<file path="config.mk">
export PLATFORM = sky130hd
export DESIGN_NAME = pact_front
export DESIGN_NICKNAME = d
export VERILOG_FILES = /design/src/hdl/pact_pkg.sv /design/src/hdl/pact_front.sv
export SDC_FILE = /design/constraint.sdc
export NUM_CORES = 1
export LEC_CHECK = 0
export ABC_AREA = 1
export ABC_CLOCK_PERIOD_IN_PS = 1200
export CORE_AREA = 2 2 100 102
export DETAILED_ROUTE_END_ITERATION = 12
export DIE_AREA = 0 0 102 104
export DONT_BUFFER_PORTS = 1
export SLEW_MARGIN = 20
export SYNTH_ARGS = -nofsm -noshare
export SYNTH_HDL_FRONTEND = slang
export SYNTH_SLANG_ARGS = --single-unit
</file>
<file path="constraint.sdc">
create_clock -name vclk -period 1.2
set_input_delay 0.24 -clock vclk [all_inputs]
set_output_delay 0.24 -clock vclk [all_outputs]
set_load 0.01 [all_outputs]
</file>
<file path="src/hdl/pact_pkg.sv">
// Shared types, field widths and codes for the arbiter channel translator.
// No dependencies; imported by every module of the block.
package pact_pkg;

    // Field widths fixed by the bus format
    localparam int CMD_W     = 2;
    localparam int CHAN_W    = 9;
    localparam int MAP_W     = 32;
    localparam int ENV_W     = 3;
    localparam int SID_W     = 4;
    localparam int ADDR_W    = 16;
    localparam int LEN_W     = 4;
    localparam int DATA_W    = 64;
    localparam int STATUS_W  = 2;
    localparam int OFFSET_W  = 25;
    localparam int CWORD_W   = 28;
    localparam int WORD_W    = 32;
    localparam int PID_W     = 12;
    localparam int SLOT_W    = CHAN_W + 1;
    localparam int MAX_LEN   = 8;

    // Default sizes
    localparam int DEF_PERIPH_IDS  = 4096;
    localparam int DEF_CHANNELS    = 512;
    localparam int DEF_QUEUE_DEPTH = 2;

    // Command codes
    localparam logic [CMD_W-1:0] CMD_LOAD  = 2'd0;
    localparam logic [CMD_W-1:0] CMD_READ  = 2'd1;
    localparam logic [CMD_W-1:0] CMD_WRITE = 2'd2;
    localparam logic [CMD_W-1:0] CMD_UNSUP = 2'd3;

    // Status codes
    localparam logic [STATUS_W-1:0] ST_OK        = 2'd0;
    localparam logic [STATUS_W-1:0] ST_BAD_LEN   = 2'd1;
    localparam logic [STATUS_W-1:0] ST_NO_PERIPH = 2'd2;
    localparam logic [STATUS_W-1:0] ST_DENIED    = 2'd3;

    // Register block select
    localparam logic BLK_OBSERVER = 1'b0;
    localparam logic BLK_CHANNEL  = 1'b1;

    // Work classes decided by the front end
    typedef enum logic [1:0] {
        KIND_LOAD,
        KIND_READ,
        KIND_WRITE,
        KIND_BAD
    } kind_t;

    // One classified transaction waiting for the back end
    typedef struct packed {
        kind_t               kind;
        logic [PID_W-1:0]    pid;
        logic                pid_ok;
        logic [CHAN_W-1:0]   chan;
        logic [ENV_W-1:0]    owner;
        logic [CWORD_W-1:0]  cword;
        logic [WORD_W-1:0]   wlo;
        logic [WORD_W-1:0]   whi;
    } entry_t;

    // Queue status seen by both sides
    typedef struct packed {
        logic full;
        logic empty;
    } q_status_t;

endpackage

</file>
<file path="src/hdl/pact_front.sv">
// Front end: accepts input transactions, classifies them and pushes work entries.
// Depends on pact_pkg; feeds pact_queue.
module pact_front
    import pact_pkg::*;
#(
    parameter int PERIPH_IDS = DEF_PERIPH_IDS,
    parameter int CHANNELS   = DEF_CHANNELS
)
(
    input  logic                in_valid,
    output logic                in_stall,
    input  logic [CMD_W-1:0]    cmd,
    input  logic [CHAN_W-1:0]   channel_index,
    input  logic [MAP_W-1:0]    map_word,
    input  logic [ENV_W-1:0]    owner_word,
    input  logic [SID_W-1:0]    slave_id,
    input  logic [ADDR_W-1:0]   reg_address,
    input  logic [LEN_W-1:0]    byte_count,
    input  logic [DATA_W-1:0]   write_data,
    input  logic                busy,
    input  q_status_t           q_status,
    output logic                push,
    output entry_t              push_entry
);

    localparam int PID_CMP_W  = PID_W + 1;
    localparam int CHAN_CMP_W = CHAN_W + 1;

    logic [PID_W-1:0]  pid;
    logic              load_nop;
    logic              len_bad;
    logic [DATA_W-1:0] data_masked;

    // Stall while the slot table clears or the queue is full
    assign in_stall = busy || q_status.full;

    // Peripheral id: from the map word for loads, slave and address high byte otherwise
    assign pid = (cmd == CMD_LOAD) ? map_word[19:8] : {slave_id, reg_address[15:8]};

    // Loads with an empty map word or an out-of-range channel are dropped here
    assign load_nop = (map_word == '0) ||
                      ({1'b0, channel_index} >= CHAN_CMP_W'(CHANNELS));

    assign len_bad = (byte_count == '0) || (byte_count > LEN_W'(MAX_LEN)) ||
                     (cmd == CMD_UNSUP);

    // Zero the bytes past the transfer length
    always_comb
    begin
        for (int i = 0; i < MAX_LEN; i++)
        begin
            data_masked[i*8 +: 8] = (LEN_W'(i) < byte_count) ? write_data[i*8 +: 8] : 8'h00;
        end
    end

    // Build the work entry
    always_comb
    begin
        push_entry        = '0;
        push_entry.pid    = pid;
        push_entry.pid_ok = ({1'b0, pid} < PID_CMP_W'(PERIPH_IDS));
        push_entry.chan   = channel_index;
        push_entry.owner  = owner_word;
        push_entry.cword  = {(cmd == CMD_READ), 15'd0, reg_address[7:0], 1'b0,
                             3'(byte_count - 4'd1)};
        push_entry.wlo    = data_masked[WORD_W-1:0];
        push_entry.whi    = data_masked[DATA_W-1:WORD_W];
        if (cmd == CMD_LOAD)
        begin
            push_entry.kind = KIND_LOAD;
        end
        else if (len_bad)
        begin
            push_entry.kind = KIND_BAD;
        end
        else if (cmd == CMD_READ)
        begin
            push_entry.kind = KIND_READ;
        end
        else
        begin
            push_entry.kind = KIND_WRITE;
        end
    end

    assign push = in_valid && !in_stall && !((cmd == CMD_LOAD) && load_nop);

endmodule

</file>
==> metrics.txt <==
status=finished, violations left; failing checks=negative setup slack; number of global-route vias before repair=approximately 1100; first-pass GRT wire length=5500 um; hold_buf cts=0; synth unique cells=21; Area after DPL=1310 um^2; register area share after synthesis=0%; # DRC=0; minimum clock period=around 1.2 ns; YS warnings=0; DR WL/cell=around 11 um; Seq Cell Count=0; Tot GR Track Use=between 6 and 7%; # fillers=~1100; Worst Path Required=0.96 ns; Crit Path Class=input pin to output port; Pre-Repair DR Iteration Count=2; Cells after Synth=around 270; ratio of cells with drive above 1 in the final layout=roughly 13%; Remaining Overflow, GRT=0; # clk buffers=0; Vias=about 1300; num ports=about 260; Final Max Tran Viols=0; area leader, netlist=inv_1; P per Cell Area=around 340 nW/um^2; final worst path period share=100%; CP Launch Type=input pin; endpoints failing hold=0; WP data arrival=between 0.9 and 1 ns; placed instance count=about 390; RSZ-0062 raised after global routing=true; most frequent cell after synthesis=inv_1; crit-path cells=clkinvlp_4 -> ha_4 -> nand2_2 -> nor2_4 -> buf_12 -> nor2_1; ANT nets after route=0; Post-synth top cells=inv_1 (77), nor2_1 (76), nand2_1 (44); initial core utilization=13.2%; Max FO, Critical Path=8; synthesized area=~1300 um^2; Max IR drop VDD=0.0811 mV; drt via density=~3.4; row count=36; Buf/Inv on CP=2; Die X=102 um; Die H=between 100 and 150 um; slowest stage cell, crit path=nor2_1; Worst path top cell family by delay=simple AND/OR/NAND/NOR gates; Reg area=0 um^2; design area=between 1000 and 1500 um^2; total design power=roughly 0.00046 W; initial antenna violation count=0; final core occ=between 10% and 20%; fmax=between 0.8 and 0.9 GHz; CP max stage delay=between 0.15 and 0.2 ns; DRT iter0 DRCs=28; wirelength, routed=4230 um; dpl ws=-0.0324 ns; Crit. End Element=output port; Nets=between 300 and 400; Ant. Diodes=0; core area=around 9500 um^2; Final setup violation count=1; maxcap violations=0; Layout area overhead=7.06%; Syn Area/Cell=roughly 4.7 um^2; Hold Path Class=input pin to output port; post-DP HPWL=a little under 4000 um; Die Area=between 10000 and 15000 um^2; setup slack after layout=-0.00141 ns; pin count of the biggest net entering global routing=15; Synth area leaders=inv_1 (23%), buf_4 (23%), nor2_1 (23%), nand2_1 (13%), nor2_4 (2.7%); port bufs=0; Synth top area share=about 23%; P_leak=about 0.86 nW; RD Place Congestion=between 0.7 and 0.8; Non-Filler Instances=between 300 and 400
[placed cells by master (no fill, tap or decap), drive strengths merged, types with 2 or more instances in the layout]
cell type	n
a21oi	4
buf	12
conb	17
ha	2
inv	78
nand2	46
nand3	5
nor2	81
o21ai	5
[area by class of cell]
class | count | area, um^2 | area share [%]
Inverter | 79 | 300 | 22.3
Timing Repair Buffer | 12 | 106 | 7.90
Multi-Input combinational cell | 162 | 773 | 57.4
Tap cell | 133 | 166 | 12.4
[path summary, 6_finish.rpt]
path / from / to / depth (start not counted)
max: byte_count[0] / push_entry[38] / 6
min: reg_address[6] / push_entry[74] / 0
[report_power, final]
group | total, W | leakage [nW] | switching, W | internal [W]
registers | 0 | 0 | 0 | 0
clock network | 0 | 0 | 0 | 0
logic | 0.000459 | 0.859 | 0.000320 | 0.000138
[per-layer routing]
metal | vias up | part of all wire [%] | track usage (%)
li1 | 653 | - | -
met1 | 535 | 35 | 6.36
met2 | 113 | 54 | 14.1
met3 | 12 | 10 | 1.01
met4 | 0 | 1.3 | 0.952
met5 | - | 0 | 0
[stage by stage]
step           setup TNS, ns  hold slack, ns
2_1_floorplan              0           0.528
3_3_place_gp         -0.0236           0.480
3_5_place_dp          -0.226           0.480
4_1_cts              -0.0713           0.480
5_1_grt               -0.282           0.480
6_report            -0.00141           0.480
[logic make-up (layout without fill, tap and decap cells)]
kind of cell,count (synthesis),in the layout,synth area share (%)
simple gates,133,133,43.6
buf+inv,119,91,47.6
compound gates,10,10,6.27
fa+ha+maj,2,2,1.99
other cells,2,17,0.597
[repair_timing]
item,4_1_cts,5_1_grt
endpoints found under the setup margin,19,14
pin swaps,1,1
buffers inserted,0,0
resized for setup,4,5
(Power assumes the default switching activity.)
