**src/hdl/pact_pkg.sv**
```systemverilog
// Shared types, field widths and codes for the arbiter channel translator.
// No dependencies; imported by every module of the block.
package pact_pkg;

    // Field widths fixed by the bus format
    localparam int CMD_W     = 2;
    localparam int CHAN_W    = 9;
    localparam int MAP_W     = 32;
    localparam int ENV_W     = 3;
    localparam int SID_W     = 4;
    localparam int ADDR_W    = 16;
    localparam int LEN_W     = 4;
    localparam int DATA_W    = 64;
    localparam int STATUS_W  = 2;
    localparam int OFFSET_W  = 25;
    localparam int CWORD_W   = 28;
    localparam int WORD_W    = 32;
    localparam int PID_W     = 12;
    localparam int SLOT_W    = CHAN_W + 1;
    localparam int MAX_LEN   = 8;

    // Default sizes
    localparam int DEF_PERIPH_IDS  = 4096;
    localparam int DEF_CHANNELS    = 512;
    localparam int DEF_QUEUE_DEPTH = 2;

    // Command codes
    localparam logic [CMD_W-1:0] CMD_LOAD  = 2'd0;
    localparam logic [CMD_W-1:0] CMD_READ  = 2'd1;
    localparam logic [CMD_W-1:0] CMD_WRITE = 2'd2;
    localparam logic [CMD_W-1:0] CMD_UNSUP = 2'd3;

    // Status codes
    localparam logic [STATUS_W-1:0] ST_OK        = 2'd0;
    localparam logic [STATUS_W-1:0] ST_BAD_LEN   = 2'd1;
    localparam logic [STATUS_W-1:0] ST_NO_PERIPH = 2'd2;
    localparam logic [STATUS_W-1:0] ST_DENIED    = 2'd3;

    // Register block select
    localparam logic BLK_OBSERVER = 1'b0;
    localparam logic BLK_CHANNEL  = 1'b1;

    // Work classes decided by the front end
    typedef enum logic [1:0] {
        KIND_LOAD,
        KIND_READ,
        KIND_WRITE,
        KIND_BAD
    } kind_t;

    // One classified transaction waiting for the back end
    typedef struct packed {
        kind_t               kind;
        logic [PID_W-1:0]    pid;
        logic                pid_ok;
        logic [CHAN_W-1:0]   chan;
        logic [ENV_W-1:0]    owner;
        logic [CWORD_W-1:0]  cword;
        logic [WORD_W-1:0]   wlo;
        logic [WORD_W-1:0]   whi;
    } entry_t;

    // Queue status seen by both sides
    typedef struct packed {
        logic full;
        logic empty;
    } q_status_t;

endpackage

```
**src/hdl/pact_queue.sv**
```systemverilog
// Short work queue between the front and back ends.
// Depends on pact_pkg for the entry and status types.
module pact_queue
    import pact_pkg::*;
#(
    parameter int DEPTH = DEF_QUEUE_DEPTH
)
(
    input  logic      clk,
    input  logic      rst_n,
    input  logic      push,
    input  entry_t    push_entry,
    input  logic      pop,
    output entry_t    head,
    output q_status_t q_status
);

    localparam int PTR_W = (DEPTH > 1) ? $clog2(DEPTH) : 1;
    localparam int CNT_W = $clog2(DEPTH + 1);

    entry_t             store_reg [DEPTH];
    logic [PTR_W-1:0]   wr_ptr_reg, wr_ptr_next;
    logic [PTR_W-1:0]   rd_ptr_reg, rd_ptr_next;
    logic [CNT_W-1:0]   count_reg,  count_next;

    assign q_status.full  = (count_reg == CNT_W'(DEPTH));
    assign q_status.empty = (count_reg == '0);
    assign head           = store_reg[rd_ptr_reg];

    // Pointer and fill count update
    always_comb
    begin
        wr_ptr_next = wr_ptr_reg;
        rd_ptr_next = rd_ptr_reg;
        count_next  = count_reg;
        if (push)
        begin
            wr_ptr_next = (wr_ptr_reg == PTR_W'(DEPTH - 1)) ? '0 : wr_ptr_reg + 1'b1;
        end
        if (pop)
        begin
            rd_ptr_next = (rd_ptr_reg == PTR_W'(DEPTH - 1)) ? '0 : rd_ptr_reg + 1'b1;
        end
        if (push && !pop)
        begin
            count_next = count_reg + 1'b1;
        end
        else if (pop && !push)
        begin
            count_next = count_reg - 1'b1;
        end
    end

    always_ff @(posedge clk or negedge rst_n)
    begin
        if (!rst_n)
        begin
            wr_ptr_reg <= '0;
            rd_ptr_reg <= '0;
            count_reg  <= '0;
        end
        else
        begin
            wr_ptr_reg <= wr_ptr_next;
            rd_ptr_reg <= rd_ptr_next;
            count_reg  <= count_next;
        end
    end

    // Entry storage
    always_ff @(posedge clk)
    begin
        if (push)
        begin
            store_reg[wr_ptr_reg] <= push_entry;
        end
    end

endmodule

```
**config.mk**
```make
export PLATFORM = sky130hd
export DESIGN_NAME = pact_queue
export DESIGN_NICKNAME = d
export VERILOG_FILES = /design/src/hdl/pact_pkg.sv /design/src/hdl/pact_queue.sv
export SDC_FILE = /design/constraint.sdc
export NUM_CORES = 1
export LEC_CHECK = 0
export BUFFER_PORTS_ARGS = -buffer_cell sky130_fd_sc_hd__buf_2
export CAP_MARGIN = 20
export CORE_MARGIN = 2
export CORE_UTILIZATION = 47
export DETAILED_ROUTE_END_ITERATION = 8
export GPL_ROUTABILITY_DRIVEN = 0
export GPL_TIMING_DRIVEN = 0
export PLACE_DENSITY = 0.76
export RECOVER_POWER = 100
export SLEW_MARGIN = 20
export SYNTH_ARGS = -nofsm -noshare
export SYNTH_HDL_FRONTEND = slang
export SYNTH_SLANG_ARGS = --single-unit
```
**constraint.sdc**
```tcl
create_clock -name clk -period 6.7 [get_ports clk]
set_input_delay 0.67 -clock clk [delete_from_list [all_inputs] [get_ports clk]]
set_output_delay 0.67 -clock clk [all_outputs]
set_load 0.03 [all_outputs]
```
==> results by group <==
Floorplan
  – I/O pin count: 244
  – Core Area: 0.0185 mm^2
  – Row count: 50
  – Initial Util: 47.6%
  – Die Y: 141 um
  – Die W: 141 um
  – Die ar.: 0.0199 mm^2

GRT
  – Total grt overflow: 0
  – GRT Util Overall: 15.7%
  – Largest net degree at the start of global routing: 57
  – Global-route wire length before repair: 24,800 um
  – Initial antenna violation count: 0
  – Vias in the first global route: 4,982

Power and ir drop
  – Cell Pwr Density: 472 mW/mm^2
  – Internal power: 3.36 mW
  – Overall power: 5.12 mW
  – Clk network pwr share: 26.1%
  – Comb pwr share: 33.1%
  – Leakage power total: 3.70 nW
  – Flop pwr share: 40.8%
  – Max VDD drop: 0.288 mV
  – Sw Pwr: 1.77 mW
  – Sw Ratio: 34.5%

Timing
  – Slew Viols, Final: 107
  – Fmax achieved: 249 MHz
  – Period utilization: 59.9%
  – RSZ-0062 raised after global routing: false
  – PnR worst setup slack: 2.69 ns
  – Worst Hold Slack: 0.353 ns
  – # setup viols final: 0
  – Max_slew headroom: -113%
  – Worst-margin pin slew: 3.19 ns
  – Final Hold Viols: 0
  – Setup TNS Final: 0 ns
  – Fin crit period: 4.01 ns
  – Clock skew: 0.0123 ns

CTS
  – Longest Clk Path Bufs: 3
  – Clk slew on worst S/H paths: 0.06 ns
  – Post-CTS Setup Repair Bufs: 0
  – CTS Sinks: 242
  – Worst skew pair latency: 0.50 ns
  – CTS root buffer: clkbuf_16
  – CTS tree: built
  – H-tree Lvls: 1
  – Num CTS Buffers: 24

Route
  – Drt initial violations: 190
  – Post-Route WL: 16,300 um
  – Vias per cell: 4.91
  – Drt wl/cell: 17.9 um
  – Total iterations of the first detailed-routing run: 4
  – Via count: 4,482
  – Drt drc: 0
  – ANT nets after route: 0

Cells and area
  – Synth-to-layout area growth: 23.4%
  – Commonest non-fill, non-tap cell in the layout: edfxtp_1
  – Commonest non-fill, non-tap cells in the layout: edfxtp_1 (238), clkbuf_1 (194), mux2_2 (118), buf_2 (71), clkbuf_16 (25)
  – Ant. Diodes: 0
  – Finished Cell Area: 0.0109 mm^2
  – Nets: 787
  – Share of layout cells above drive strength 1: 32.7%
  – Post-layout util: 58.7%
  – Max reg flops: 238
  – Layout Cells excl Fill: 913

Logic synthesis
  – Cell Area, Synth: 0.00881 mm^2
  – Net Count, Synth: 510
  – Top cell type's share of synthesized area: 81.1%
  – Mapped Cells: 386
  – Syn avg cell area: 22.8 um^2
  – Seq/Total Area, Yosys: 82.3%
  – Yosys warns: 0
  – Top post-synthesis cells by area: edfxtp_1 (81%), mux2_2 (15%), buf_6 (1.4%)
  – Yosys top cell by area: edfxtp_1
  – Register bit count reported by yosys: 242
  – Synth cell types: 12

Critical path
  – Critical Path AT: 4.05 ns
  – WS Path Type: reg -> reg
  – Startpoint types: register
  – Reg-to-reg endpoint: store_reg[1][68]
  – Crit-path max FO: 56
  – Setup crit end kind: register
  – CP Data Required Time: 6.73 ns
  – R2r startpoint: wr_ptr_reg
  – R2R setup slack: 2.69 ns
  – Path depth of the worst reg2reg path: 2

Hold path
  – Hold crit path type: in -> reg
  – Worst min-delay path startpoint: push_entry[3]
  – Hold Path Sink: store_reg[0][3]
  – WHS Path Cells: 1

Status
  – Status: finished, violations left
  – Failing checks: max-capacitance violations, max-slew violations

Placed design
  – Setup Slack @ Placement: 4.51 ns
  – # placed instances: 870
  – PortBufs: 243
  – Post-DP HPWL: 11,300 um
  – Placed instance area: 0.0105 mm^2

Run
  – Max_cap viols: 2
critical path, cell delays in order, from the launching register on:
cell and delay (ns):
dfrtp_1 0.38, and2_0 0.81, clkbuf_1 2.31
worst max-delay path by stage:
stage | from | end | slack (ns) | depth (start not counted)
finish | wr_ptr_reg | store_reg[1][68] | 2.69 | 2
global route | wr_ptr_reg | store_reg[1][38] | 2.29 | 2
CTS | rd_ptr_reg | head[42] | 4.20 | 4
detailed placement | push | store_reg[0][105] | 4.51 | 5
global placement | push | store_reg[0][34] | -2.18 | 2
floorplan | push | store_reg[0][0] | 0.25 | 1
power groups by stage:
stage               registers, mW  logic [mW]  clock network [mW]
floorplan                    2.13        1.35                   0
global placement             2.16        1.80                   0
detailed placement           2.11        1.91                   0
CTS                          2.08        1.91                1.38
global route                 2.12        1.80                1.44
finish                       2.09        1.69                1.34
cells in the mapped netlist:
library cell,count
xor2_1,4
ha_1,1
buf_2,2
buf_6,11
and2_1,1
mux2_2,119
nor2b_1,2
nor2_1,2
xnor2_1,1
edfxtp_1,238
inv_1,1
dfrtp_1,4
logic make-up after synthesis:
kind of cell,count (synthesis),synth area share [%]
XOR/XNOR,5,0.497
adder cells (fa/ha/maj),1,0.142
buffers and inverters,14,1.56
flip-flops,242,82.3
multiplexers,119,15.2
AND/OR/NAND/NOR,5,0.298
final cells by class:
class,count,area [um^2]
repair buffers,251,1050
inverters,1,3.75
clock inverters,14,161
clock buffers,28,637
multi-input cells,130,1420
fillers,1441,7650
plain buffers,13,48.8
flip-flops and latches,242,7250
well taps,234,293
timing repair:
action,4_1_cts,5_1_grt
hold buffers,1,0
resized for setup,0,0
hold endpoints to repair,4,0
layer usage:
layer,track usage [%],vias up,wire length [um]
met5,0,-,0
met4,4.42,0,319
met3,5.03,28,1330
met2,28.1,176,8110
met1,18.2,2192,6570
li1,-,2086,-
No activity file was read; power rests on OpenSTA's default activity.
